--- src/assert_macros.svh ---
// Assertion macros used by the guidance top level.
// WGS_ASSERT checks an implication in the same cycle.
// WGS_ASSERT_NEXT checks that the consequent holds in the cycle after the antecedent.
`ifndef ASSERT_MACROS_SVH
`define ASSERT_MACROS_SVH
`ifndef SYNTHESIS
`define WGS_ASSERT(label, clk, rst, prop) \
  label: assert property (@(posedge clk) disable iff (rst) prop) \
    else $error("guidance assertion failed");
`define WGS_ASSERT_NEXT(label, clk, rst, ante, cons) \
  label: assert property (@(posedge clk) disable iff (rst) (ante) |=> (cons)) \
    else $error("guidance sequencing assertion failed");
`else
`define WGS_ASSERT(label, clk, rst, prop)
`define WGS_ASSERT_NEXT(label, clk, rst, ante, cons)
`endif
`endif

--- src/wgs_pkg.sv ---
package wgs_pkg;

  localparam logic [8:0] MAX_WAYPOINTS = 9'd256;

  localparam logic [1:0] ARM_NONE  = 2'd0;
  localparam logic [1:0] ARM_SET   = 2'd1;
  localparam logic [1:0] ARM_CLEAR = 2'd2;

  localparam logic [15:0] HEADING_RESET = 16'd0;
  localparam logic [7:0]  GAIN_RESET    = 8'd20;
  localparam logic [6:0]  LIMIT_RESET   = 7'd40;
  localparam logic [23:0] RADIUS_RESET  = 24'd1280;

  // Quarter-wave sine polynomial coefficients, Q14.
  localparam logic [14:0] SIN_C0  = 15'd25736;
  localparam logic [13:0] SIN_C1  = 14'd10583;
  localparam logic [14:0] SIN_C2  = 15'd1231;
  localparam logic [14:0] QUARTER = 15'd16384;
  localparam logic [7:0]  DRIVE_MAX = 8'd127;

  typedef enum logic [2:0] {
    REG_HEADING_YAW,
    REG_GAIN,
    REG_TOP_SPEED,
    REG_ARRIVE_RADIUS,
    REG_WAYPOINT_COUNT
  } wgs_reg_t;

  typedef enum logic [1:0] {
    ST_IDLE,
    ST_RUN,
    ST_FINISH
  } wgs_state_t;

  typedef enum logic [2:0] {
    OP_SPEED,
    OP_Z2,
    OP_INNER,
    OP_POLY,
    OP_SINE,
    OP_DRIVE
  } wgs_op_t;

  typedef struct packed {
    logic [7:0]  gain;
    logic [23:0] distance;
    logic [6:0]  top_speed;
    logic [15:0] angle;
  } wgs_job_t;

  typedef struct packed {
    logic signed [7:0] aileron;
    logic signed [7:0] elevator;
  } wgs_drive_t;

endpackage

--- src/wgs_nav_if.sv ---
interface wgs_nav_if;
  logic        valid;
  logic        ready;
  logic [23:0] distance;
  logic [15:0] bearing;
  logic        auto_mode;
  logic [1:0]  arm_request;

  modport source(output valid, distance, bearing, auto_mode, arm_request, input ready);
  modport sink(input valid, distance, bearing, auto_mode, arm_request, output ready);
endinterface

--- src/wgs_cmd_if.sv ---
interface wgs_cmd_if;
  logic              valid;
  logic              ready;
  logic signed [7:0] aileron;
  logic signed [7:0] elevator;
  logic [7:0]        waypoint_index;
  logic              arrived;
  logic              finished;
  logic              flying;

  modport source(output valid, aileron, elevator, waypoint_index, arrived, finished, flying,
                 input ready);
  modport sink(input valid, aileron, elevator, waypoint_index, arrived, finished, flying,
               output ready);
endinterface

--- src/wgs_cfg_if.sv ---
interface wgs_cfg_if;
  logic        valid;
  logic        ready;
  logic [2:0]  index;
  logic [23:0] data;

  modport source(output valid, index, data, input ready);
  modport sink(input valid, index, data, output ready);
endinterface

--- src/wgs_drive_unit.sv ---
module wgs_drive_unit (
  input  logic               clk,
  input  logic               rst,
  input  logic               start,
  input  wgs_pkg::wgs_job_t  job,
  output logic               done,
  output wgs_pkg::wgs_drive_t drv
);
  import wgs_pkg::*;

  // Control state.
  logic    busy, busy_next;
  wgs_op_t op, op_next;
  logic    cos_pass, cos_pass_next;

  // Operands and intermediate values.
  logic [7:0]  gain;
  logic [23:0] distance;
  logic [14:0] limit;
  logic [15:0] ang;
  logic [14:0] speed;
  logic [14:0] z2;
  logic [13:0] inner;
  logic [14:0] p;
  logic [14:0] sval;

  logic [14:0] z;
  logic        neg;
  logic [23:0] mul_a;
  logic [14:0] mul_b;
  logic [38:0] prod;
  logic [7:0]  mag;
  logic [7:0]  drive_val;

  // Fold the angle into the first quadrant; the lower half turn is negative.
  always_comb begin
    z   = ang[14] ? (QUARTER - {1'b0, ang[13:0]}) : {1'b0, ang[13:0]};
    neg = ang[15];
  end

  // The one shared multiplier.
  always_comb begin
    unique case (op)
      OP_SPEED: begin mul_a = distance;          mul_b = {7'd0, gain}; end
      OP_Z2:    begin mul_a = {9'd0, z};         mul_b = z;            end
      OP_INNER: begin mul_a = {9'd0, z2};        mul_b = SIN_C2;       end
      OP_POLY:  begin mul_a = {9'd0, z2};        mul_b = {1'b0, inner}; end
      OP_SINE:  begin mul_a = {9'd0, z};         mul_b = p;            end
      OP_DRIVE: begin mul_a = {9'd0, speed};     mul_b = sval;         end
      default:  begin mul_a = '0;                mul_b = '0;           end
    endcase
    prod = {15'd0, mul_a} * {24'd0, mul_b};
  end

  always_comb begin
    mag       = (prod[29:22] > DRIVE_MAX) ? DRIVE_MAX : prod[29:22];
    drive_val = neg ? (8'd0 - mag) : mag;
  end

  always_comb begin
    busy_next     = busy;
    op_next       = op;
    cos_pass_next = cos_pass;
    done          = 1'b0;
    if (start) begin
      busy_next     = 1'b1;
      op_next       = OP_SPEED;
      cos_pass_next = 1'b0;
    end else if (busy) begin
      unique case (op)
        OP_SPEED: op_next = OP_Z2;
        OP_Z2:    op_next = OP_INNER;
        OP_INNER: op_next = OP_POLY;
        OP_POLY:  op_next = OP_SINE;
        OP_SINE:  op_next = OP_DRIVE;
        OP_DRIVE: begin
          op_next = OP_Z2;
          if (cos_pass) begin
            busy_next = 1'b0;
            done      = 1'b1;
          end else begin
            cos_pass_next = 1'b1;
          end
        end
        default:  op_next = OP_SPEED;
      endcase
    end
  end

  always_ff @(posedge clk) begin
    if (rst) begin
      busy     <= 1'b0;
      op       <= OP_SPEED;
      cos_pass <= 1'b0;
    end else begin
      busy     <= busy_next;
      op       <= op_next;
      cos_pass <= cos_pass_next;
    end
  end

  always_ff @(posedge clk) begin
    if (start) begin
      gain     <= job.gain;
      distance <= job.distance;
      limit    <= {job.top_speed, 8'd0};
      ang      <= job.angle;
    end else if (busy) begin
      unique case (op)
        OP_SPEED: speed <= (prod > {24'd0, limit}) ? limit : prod[14:0];
        OP_Z2:    z2    <= prod[28:14];
        OP_INNER: inner <= SIN_C1 - {3'd0, prod[24:14]};
        OP_POLY:  p     <= SIN_C0 - {1'b0, prod[27:14]};
        OP_SINE:  sval  <= prod[28:14];
        OP_DRIVE: begin
          if (cos_pass) begin
            drv.elevator <= drive_val;
          end else begin
            drv.aileron <= drive_val;
            ang         <= ang + 16'(QUARTER);
          end
        end
        default:  speed <= speed;
      endcase
    end
  end

endmodule

--- src/waypoint_guidance_step_top.sv ---
// Proportional waypoint guidance, one navigation tick per input beat.
// Channels: nav (sink) takes distance, bearing, auto_mode and arm_request;
// cmd (source) gives aileron, elevator, waypoint_index, arrived, finished and
// flying, exactly one beat per nav beat, in order. cfg (sink) writes the
// heading, gain, speed limit, arrival radius and waypoint count; it is always
// ready and is meant to be written only while no tick is in progress.
// The arm request, the flying decision, the arrival test and the waypoint
// index update all happen in the cycle the nav beat is taken.
// A steering tick then runs eleven passes through one shared 24x15
// multiplier (speed, then a five-pass sine polynomial and drive scaling for
// aileron and again for elevator) while nav is held not ready, so the block
// takes no new nav beat until the tick is through. Ticks that are not flying
// or that arrive at a waypoint skip the multiplier. The cmd beat is loaded
// into the output register as the tick leaves its finish state.
// The result sits in an output register, so a new nav beat is taken while a
// cmd beat waits; if cmd stays stalled, the finished tick waits in its last
// state and nav is held not ready. Synchronous reset disarms, clears the
// index and returns the state and configuration registers to their defaults.
module waypoint_guidance_step_top (
  input logic     clk,
  input logic     rst,
  wgs_nav_if.sink   nav,
  wgs_cmd_if.source cmd,
  wgs_cfg_if.sink   cfg
);
  import wgs_pkg::*;

  `include "assert_macros.svh"

  // Configuration registers.
  logic [15:0] heading_yaw;
  logic [7:0]  gain;
  logic [6:0]  top_speed;
  logic [23:0] arrive_radius;
  logic [8:0]  waypoint_count;

  // Guidance state.
  logic       armed, armed_next;
  logic [7:0] target_index, target_index_next;

  wgs_state_t state, state_next;

  // Facts about the tick in flight.
  logic res_flying, res_arrived, res_finished, res_zero;

  // Output register.
  logic out_valid;

  logic       accept;
  logic       out_load;
  logic       armed_req;
  logic       flying;
  logic       arrive;
  logic       last_wp;
  logic [8:0] idx_inc;
  logic [8:0] count_sat;

  wgs_job_t   job;
  wgs_drive_t drv;
  logic       unit_done;

  assign cfg.ready = 1'b1;
  assign nav.ready = (state == ST_IDLE);
  assign accept    = nav.valid && nav.ready;
  assign cmd.valid = out_valid;

  // The count register saturates at the table depth.
  assign count_sat = (cfg.data[8:0] > MAX_WAYPOINTS) ? MAX_WAYPOINTS : cfg.data[8:0];

  always_ff @(posedge clk) begin
    if (rst) begin
      heading_yaw    <= HEADING_RESET;
      gain           <= GAIN_RESET;
      top_speed      <= LIMIT_RESET;
      arrive_radius  <= RADIUS_RESET;
      waypoint_count <= '0;
    end else if (cfg.valid) begin
      unique case (wgs_reg_t'(cfg.index))
        REG_HEADING_YAW:    heading_yaw    <= cfg.data[15:0];
        REG_GAIN:           gain           <= cfg.data[7:0];
        REG_TOP_SPEED:      top_speed      <= cfg.data[6:0];
        REG_ARRIVE_RADIUS:  arrive_radius  <= cfg.data;
        REG_WAYPOINT_COUNT: waypoint_count <= count_sat;
        default:            heading_yaw    <= heading_yaw;
      endcase
    end
  end

  // The arm request is applied first; flying is judged on the updated flag.
  always_comb begin
    unique case (nav.arm_request)
      ARM_SET:   armed_req = 1'b1;
      ARM_CLEAR: armed_req = 1'b0;
      default:   armed_req = armed;
    endcase
    flying  = nav.auto_mode && armed_req && (waypoint_count != 9'd0);
    arrive  = flying && (nav.distance < arrive_radius);
    idx_inc = {1'b0, target_index} + 9'd1;
    last_wp = (idx_inc >= waypoint_count);

    armed_next        = armed_req;
    target_index_next = target_index;
    if (arrive) begin
      if (last_wp) begin
        target_index_next = '0;
        armed_next        = 1'b0;
      end else begin
        target_index_next = idx_inc[7:0];
      end
    end

    job.gain        = gain;
    job.distance    = nav.distance;
    job.top_speed   = top_speed;
    job.angle       = nav.bearing - heading_yaw;
  end

  always_comb begin
    state_next = state;
    out_load   = 1'b0;
    unique case (state)
      ST_IDLE: begin
        if (accept) begin
          state_next = (flying && !arrive) ? ST_RUN : ST_FINISH;
        end
      end
      ST_RUN: begin
        if (unit_done) begin
          state_next = ST_FINISH;
        end
      end
      ST_FINISH: begin
        if (!out_valid || cmd.ready) begin
          out_load   = 1'b1;
          state_next = ST_IDLE;
        end
      end
      default: state_next = ST_IDLE;
    endcase
  end

  always_ff @(posedge clk) begin
    if (rst) begin
      state        <= ST_IDLE;
      armed        <= 1'b0;
      target_index <= '0;
      out_valid    <= 1'b0;
    end else begin
      state <= state_next;
      if (accept) begin
        armed        <= armed_next;
        target_index <= target_index_next;
      end else if (cfg.valid && (wgs_reg_t'(cfg.index) == REG_WAYPOINT_COUNT)) begin
        target_index <= '0;
      end
      if (out_load) begin
        out_valid <= 1'b1;
      end else if (cmd.ready) begin
        out_valid <= 1'b0;
      end
    end
  end

  always_ff @(posedge clk) begin
    if (accept) begin
      res_flying   <= flying;
      res_arrived  <= arrive;
      res_finished <= arrive && last_wp;
      res_zero     <= !(flying && !arrive);
    end
    if (out_load) begin
      cmd.aileron        <= res_zero ? 8'sd0 : drv.aileron;
      cmd.elevator       <= res_zero ? 8'sd0 : drv.elevator;
      cmd.waypoint_index <= target_index;
      cmd.arrived        <= res_arrived;
      cmd.finished       <= res_finished;
      cmd.flying         <= res_flying;
    end
  end

  wgs_drive_unit u_drive (
    .clk   (clk),
    .rst   (rst),
    .start (accept && flying && !arrive),
    .job   (job),
    .done  (unit_done),
    .drv   (drv)
  );

  // Steering output only ever comes from a flying tick that did not arrive.
  `WGS_ASSERT(a_drive_only_steering, clk, rst, out_valid && (cmd.aileron != 8'sd0 || cmd.elevator != 8'sd0) |-> cmd.flying && !cmd.arrived)
  // Finishing the route is an arrival that wraps the index to zero.
  `WGS_ASSERT(a_finish_wraps, clk, rst, out_valid && cmd.finished |-> cmd.arrived && cmd.waypoint_index == 8'd0)
  // Drive magnitude is clamped, so the most negative code never appears.
  `WGS_ASSERT(a_drive_range, clk, rst, out_valid |-> cmd.aileron != 8'sh80 && cmd.elevator != 8'sh80)
  // The multiplier only finishes while a steering tick is in progress.
  `WGS_ASSERT(a_done_in_run, clk, rst, unit_done |-> state == ST_RUN)
  // A taken tick always moves the block out of idle, dropping nav ready.
  `WGS_ASSERT_NEXT(a_busy_after_accept, clk, rst, nav.valid && nav.ready, !nav.ready)

endmodule
--- src/flat_wrapper.sv ---
// flat-port wrapper written by rule: the top's interface ports become plain ports
module waypoint_guidance_step_top_flat import wgs_pkg::*;
  (clk, rst, nav_valid, nav_distance, nav_bearing, nav_auto_mode, nav_arm_request, nav_ready, cmd_valid, cmd_aileron, cmd_elevator, cmd_waypoint_index, cmd_arrived, cmd_finished, cmd_flying, cmd_ready, cfg_valid, cfg_index, cfg_data, cfg_ready);
  wgs_nav_if nav_i ();
  wgs_cmd_if cmd_i ();
  wgs_cfg_if cfg_i ();
  input logic clk;
  input logic rst;
  input wire logic [$bits(nav_i.valid)-1:0] nav_valid;
  input wire logic [$bits(nav_i.distance)-1:0] nav_distance;
  input wire logic [$bits(nav_i.bearing)-1:0] nav_bearing;
  input wire logic [$bits(nav_i.auto_mode)-1:0] nav_auto_mode;
  input wire logic [$bits(nav_i.arm_request)-1:0] nav_arm_request;
  output wire logic [$bits(nav_i.ready)-1:0] nav_ready;
  output wire logic [$bits(cmd_i.valid)-1:0] cmd_valid;
  output wire logic [$bits(cmd_i.aileron)-1:0] cmd_aileron;
  output wire logic [$bits(cmd_i.elevator)-1:0] cmd_elevator;
  output wire logic [$bits(cmd_i.waypoint_index)-1:0] cmd_waypoint_index;
  output wire logic [$bits(cmd_i.arrived)-1:0] cmd_arrived;
  output wire logic [$bits(cmd_i.finished)-1:0] cmd_finished;
  output wire logic [$bits(cmd_i.flying)-1:0] cmd_flying;
  input wire logic [$bits(cmd_i.ready)-1:0] cmd_ready;
  input wire logic [$bits(cfg_i.valid)-1:0] cfg_valid;
  input wire logic [$bits(cfg_i.index)-1:0] cfg_index;
  input wire logic [$bits(cfg_i.data)-1:0] cfg_data;
  output wire logic [$bits(cfg_i.ready)-1:0] cfg_ready;
  assign nav_i.valid = nav_valid;
  assign nav_i.distance = nav_distance;
  assign nav_i.bearing = nav_bearing;
  assign nav_i.auto_mode = nav_auto_mode;
  assign nav_i.arm_request = nav_arm_request;
  assign nav_ready = nav_i.ready;
  assign cmd_valid = cmd_i.valid;
  assign cmd_aileron = cmd_i.aileron;
  assign cmd_elevator = cmd_i.elevator;
  assign cmd_waypoint_index = cmd_i.waypoint_index;
  assign cmd_arrived = cmd_i.arrived;
  assign cmd_finished = cmd_i.finished;
  assign cmd_flying = cmd_i.flying;
  assign cmd_i.ready = cmd_ready;
  assign cfg_i.valid = cfg_valid;
  assign cfg_i.index = cfg_index;
  assign cfg_i.data = cfg_data;
  assign cfg_ready = cfg_i.ready;
  waypoint_guidance_step_top u_core (.clk(clk), .rst(rst), .nav(nav_i), .cmd(cmd_i), .cfg(cfg_i));
endmodule
--- config.mk ---
export PLATFORM = sky130hd
export DESIGN_NAME = waypoint_guidance_step_top_flat
export DESIGN_NICKNAME = d
export VERILOG_FILES = /design/src/wgs_pkg.sv /design/src/wgs_nav_if.sv /design/src/wgs_cmd_if.sv /design/src/wgs_cfg_if.sv /design/src/wgs_drive_unit.sv /design/src/waypoint_guidance_step_top.sv /design/src/flat_wrapper.sv
export VERILOG_INCLUDE_DIRS = /design/src /design/src/src
export SDC_FILE = /design/constraint.sdc
export NUM_CORES = 1
export LEC_CHECK = 0
export ABC_AREA = 1
export BUFFER_PORTS_ARGS = -buffer_cell sky130_fd_sc_hd__buf_2
export CAP_MARGIN = 25
export CORE_ASPECT_RATIO = 1.5
export CORE_UTILIZATION = 35
export DETAILED_ROUTE_END_ITERATION = 12
export GPL_ROUTABILITY_DRIVEN = 0
export GPL_TIMING_DRIVEN = 0
export HOLD_SLACK_MARGIN = 0.15
export PLACE_DENSITY_LB_ADDON = 0.08
export SYNTH_ARGS = -nofsm -noshare
export SYNTH_HDL_FRONTEND = slang
export SYNTH_SLANG_ARGS = --single-unit
export TNS_END_PERCENT = 5
--- constraint.sdc ---
create_clock -name clk -period 12.8 [get_ports clk]
set_clock_uncertainty 0.1 [all_clocks]
set_input_delay 0.64 -clock clk [delete_from_list [all_inputs] [get_ports clk]]
set_output_delay 0.64 -clock clk [all_outputs]
set_load 0.01 [all_outputs]
==> summary.md <==
| Metric | Value |
|---|---|
| Period utilization | `a little over 80%` |
| Placed Cells incl. Taps | `between 3000 and 4000` |
| Syn Area/Cell | `slightly above 8 sq um` |
| Post-CTS Hold Buffers | `0` |
| Worst Path Arrival | `roughly 11 ns` |
| Drt drc | `0` |
| Clock transition at path regs | `approximately 0.07 ns` |
| Die height | `approximately 320 um` |
| First-pass GRT wire length | `about 120000 um` |
| Met2 Usage GRT | `45.2%` |
| Setup TNS Final | `0 ns` |
| First DRT Iteration DRCs | `859` |
| Cell Area, Placed | `26300 sq um` |
| Slew margin rel. | `a little under a third` |
| Post-Syn Instances | `roughly 2900` |
| Final instance area | `between 20000 and 30000 sq um` |
| Vias per Instance | `~4.8` |
| Post-synthesis cell type count | `52` |
| Cell Rows | `117` |
| Crit-path most repeated cell | `nand2_1` |
| Clock share of power | `between 10 and 15%` |
| Worst path slowest cell | `xor2_1` |
| Hold Violations, Final | `0` |
| Max-slew violation count | `0` |
| CP Buf/Inv Count | `10` |
| Async set-reset flop share out of synthesis | `0%` |
| Max capacitance violation total | `0` |
| Number of enable flip-flop cells after synthesis | `174` |
| Leakage | `about 13 nW` |
| P_sw | `between 2 and 2.5 mW` |
| TritonRoute pass-1 iters | `5` |
| Main synth FF type | `edfxtp_1` |
| Drt total wl | `77900 um` |
| Io pins | `roughly 110` |
| Root Driver | `clkbuf_16` |
| Tot Pwr | `4.75 mW` |
| Largest net degree at the start of global routing | `39` |
| Antenna fix cells | `0` |
| FILL cells | `between 7000 and 8000` |
| Share of layout cells above drive strength 1 | `6.64%` |
| Die Width | `about 220 um` |
| Overall Global Routing Usage | `approximately 23%` |
| Synth area leader | `fa_1` |
| Worst-Margin Slew | `1.02 ns` |
| Sw Ratio | `between 40% and 50%` |
| Min cycle time layout | `around 11 ns` |
| Critical path class | `register to register` |
| Wirelength per Cell | `just under 20 um` |
| Critical path fanouts, max | `10` |
| Die Area | `around 70000 sq um` |
| Fmax | `about 95 MHz` |
| HP Class | `input pin to register` |
| Peak supply drop | `between 0.15 and 0.2 mV` |
| Mapped Area | `24300 sq um` |
| Crit end category | `register` |
| Final ANT Viol Nets | `0` |
| RSZ-0062 raised after global routing | `false` |
| Grt peak-use layer | `met2` |
| Startpoint Class | `register` |
| Post-CTS setup buffer count | `0` |
| CTS resizes | `0` |
| CTS sink count | `255` |
| Max Root-Sink Buffers | `3` |
| Detail Placement HPWL | `67300 um` |
| Final setup vio count | `0` |
| H-tree depth | `1` |
| Reg power frac | `~22%` |
| Vias in the first global route | `20848` |
| Pre-CTS WS | `2.32 ns` |
| Global routing usage on met1 | `23.0%` |
| PortBufs | `103` |
| Initial Util | `35.6%` |
| Register bit total from synthesis | `roughly 260` |
| Top cell type's share of synthesized area | `a little under a quarter` |
| Num CTS Buffers | `22` |
| TritonCTS clock tree | `done` |
| Non-filler instance count after layout | `4025` |
| Crit path max-delay family | `adder cells` |
| Core area | `~68000 sq um` |
| Largest stage delay, worst path | `0.72 ns` |
| Setup WS post-layout | `2.24 ns` |
| Nets | `approximately 3600` |
| Gr ovfl total | `0` |
| Pwr/cell area | `176 nW/um^2` |
| Clock latency at the later pin of the worst-skew pair | `between 0.5 and 0.6 ns` |
| Area added between synthesis and finish | `11.3%` |
| Initial antenna violation count | `0` |
| Area contributors post-synth | `fa_1, edfxtp_1, nand2_1, inv_1, ha_1` |
| Met3 usage | `~1.5%` |
| Yosys warning total | `0` |
| P_int | `2.39 mW` |
| Status | `finished, final reports clean` |
| Comb pwr share | `between 60% and 70%` |
| Req. time, crit path | `12.98 ns` |
| Sequential area share after synthesis | `approximately 28%` |
| Via count | `just under 20000` |
==> cell usage after synthesis (3+ instances only) <==
| cell | n |
|---|---|
| nor3_1 | 18 |
| fa_1 | 285 |
| nor4_1 | 4 |
| nand3b_1 | 13 |
| xor2_1 | 42 |
| a221oi_1 | 11 |
| nor2_1 | 258 |
| ha_1 | 165 |
| inv_2 | 5 |
| inv_1 | 648 |
| a22o_1 | 10 |
| a21oi_1 | 146 |
| clkinv_1 | 5 |
| nand4_1 | 30 |
| xnor2_1 | 15 |
| edfxtp_1 | 174 |
| a31oi_1 | 3 |
| o21a_1 | 3 |
| o21ai_0 | 92 |
| nand2_1 | 681 |
| o211ai_1 | 4 |
| a211oi_1 | 13 |
| dfxtp_1 | 81 |
| clkbuf_1 | 60 |
| a22oi_1 | 6 |
| nor2_4 | 4 |
| nand3_1 | 70 |
| nand3_2 | 3 |
| buf_2 | 3 |
| nor2_2 | 13 |
| o21bai_1 | 8 |
| nand2_2 | 16 |
| a21o_1 | 3 |
==> flip-flops by register name, summed over array words and instances (netlist names), 8 cells and up <==
name / cells
u_core.heading_yaw: 16
u_core.u_drive.sval: 15
u_core.cmd.elevator: 8
u_core.u_drive.ang: 16
u_core.u_drive.gain: 8
u_core.u_drive.drv: 16
u_core.u_drive.speed: 15
u_core.u_drive.inner: 12
u_core.arrive_radius: 24
u_core.u_drive.distance: 24
u_core.gain: 8
u_core.u_drive.z2: 15
u_core.target_index: 8
u_core.u_drive.p: 15
u_core.cmd.aileron: 8
u_core.cmd.waypoint_index: 8
u_core.waypoint_count: 9
==> layer usage <==
layer / up-vias / part of all wire, %
met3: 161 / 2.9
li1: 9315 / -
met4: 0 / 5.9
met1: 9413 / 35
met5: - / 0
met2: 424 / 56
==> placed cells by master (no fill, tap or decap), types with 4 or more instances in the layout <==
master / n
nand2_1: 681
o21ai_0: 92
inv_2: 5
nand2_2: 16
clkbuf_1: 63
ha_1: 165
dfxtp_1: 81
buf_4: 5
a22o_1: 10
nand3_1: 70
nand3b_1: 13
nor2_1: 254
nor2_4: 4
nand4_1: 30
o21bai_1: 8
clkbuf_16: 23
o211ai_1: 4
a221oi_1: 11
nor3_1: 17
a21oi_1: 146
xnor2_1: 15
clkinv_1: 10
a22oi_1: 6
buf_6: 4
nor2_2: 17
inv_1: 648
a211oi_1: 13
edfxtp_1: 174
buf_2: 107
xor2_1: 42
conb_1: 64
fa_1: 285
==> worst paths after layout <==
| check | start | end | slack (ns) | depth (start not counted) |
|---|---|---|---|---|
| hold / removal | nav_distance[20] | u_core.u_drive.distance[20]$_DFFE_PP_ | 0.22 | 1 |
| hold reg to reg | u_core.gain[1]$_SDFFE_PP0P_ | u_core.u_drive.gain[1]$_DFFE_PP_ | 0.33 | 0 |
| setup / recovery | u_core.u_drive.op[1]$_SDFFE_PP0P_ | u_core.u_drive.speed[12]$_DFFE_PP_ | 2.24 | 43 |
| setup reg to reg | u_core.u_drive.op[1]$_SDFFE_PP0P_ | u_core.u_drive.speed[12]$_DFFE_PP_ | 2.24 | 43 |
==> final cells by class <==
cell class	instances	area, sq um	area share [%]
Buffer	66	268	0.991
Clock buffer	27	591	2.19
Clock inverter	13	149	0.551
Inverter	658	2470	9.14
Multi-Input combinational cell	2000	14900	55.3
Sequential cell	255	6850	25.3
Tap cell	892	1120	4.13
Timing Repair Buffer	114	642	2.38
==> per-stage QoR <==
| stage | util, % | hold slack, ns |
|---|---|---|
| 2_1_floorplan | - | 0.300 |
| 3_3_place_gp | 38.3 | 0.313 |
| 3_5_place_dp | 38.5 | 0.311 |
| 4_1_cts | 39.6 | 0.185 |
| 5_1_grt | 39.6 | 0.198 |
| 6_report | 39.6 | 0.215 |
==> power by group through the flow <==
stage / Combinational (mW) / Clock, mW / Sequential, mW
5_1_grt: 3.38 / 0.747 / 1.07
2_1_floorplan: 2.07 / 0 / 1.09
4_1_cts: 2.88 / 0.725 / 1.07
6_report: 2.98 / 0.704 / 1.07
3_5_place_dp: 2.85 / 0 / 1.09
3_3_place_gp: 2.84 / 0 / 1.09
==> kinds of logic (layout without fill, tap and decap cells) <==
| family | after synthesis | after routing | share of synthesized area [%] |
|---|---|---|---|
| other | 2 | 64 | 0.0310 |
| muxes | 1 | 1 | 0.0413 |
| xor gates and xnor gates | 58 | 58 | 2.12 |
| adders and majority gates | 450 | 450 | 32.0 |
| buffers and inverters | 724 | 878 | 11.3 |
| and+or+nand+nor | 1120 | 1120 | 19.1 |
| DFF | 255 | 255 | 28.2 |
| AOI/OAI and AO/OA | 307 | 307 | 7.15 |
(Power assumes the default switching activity.)
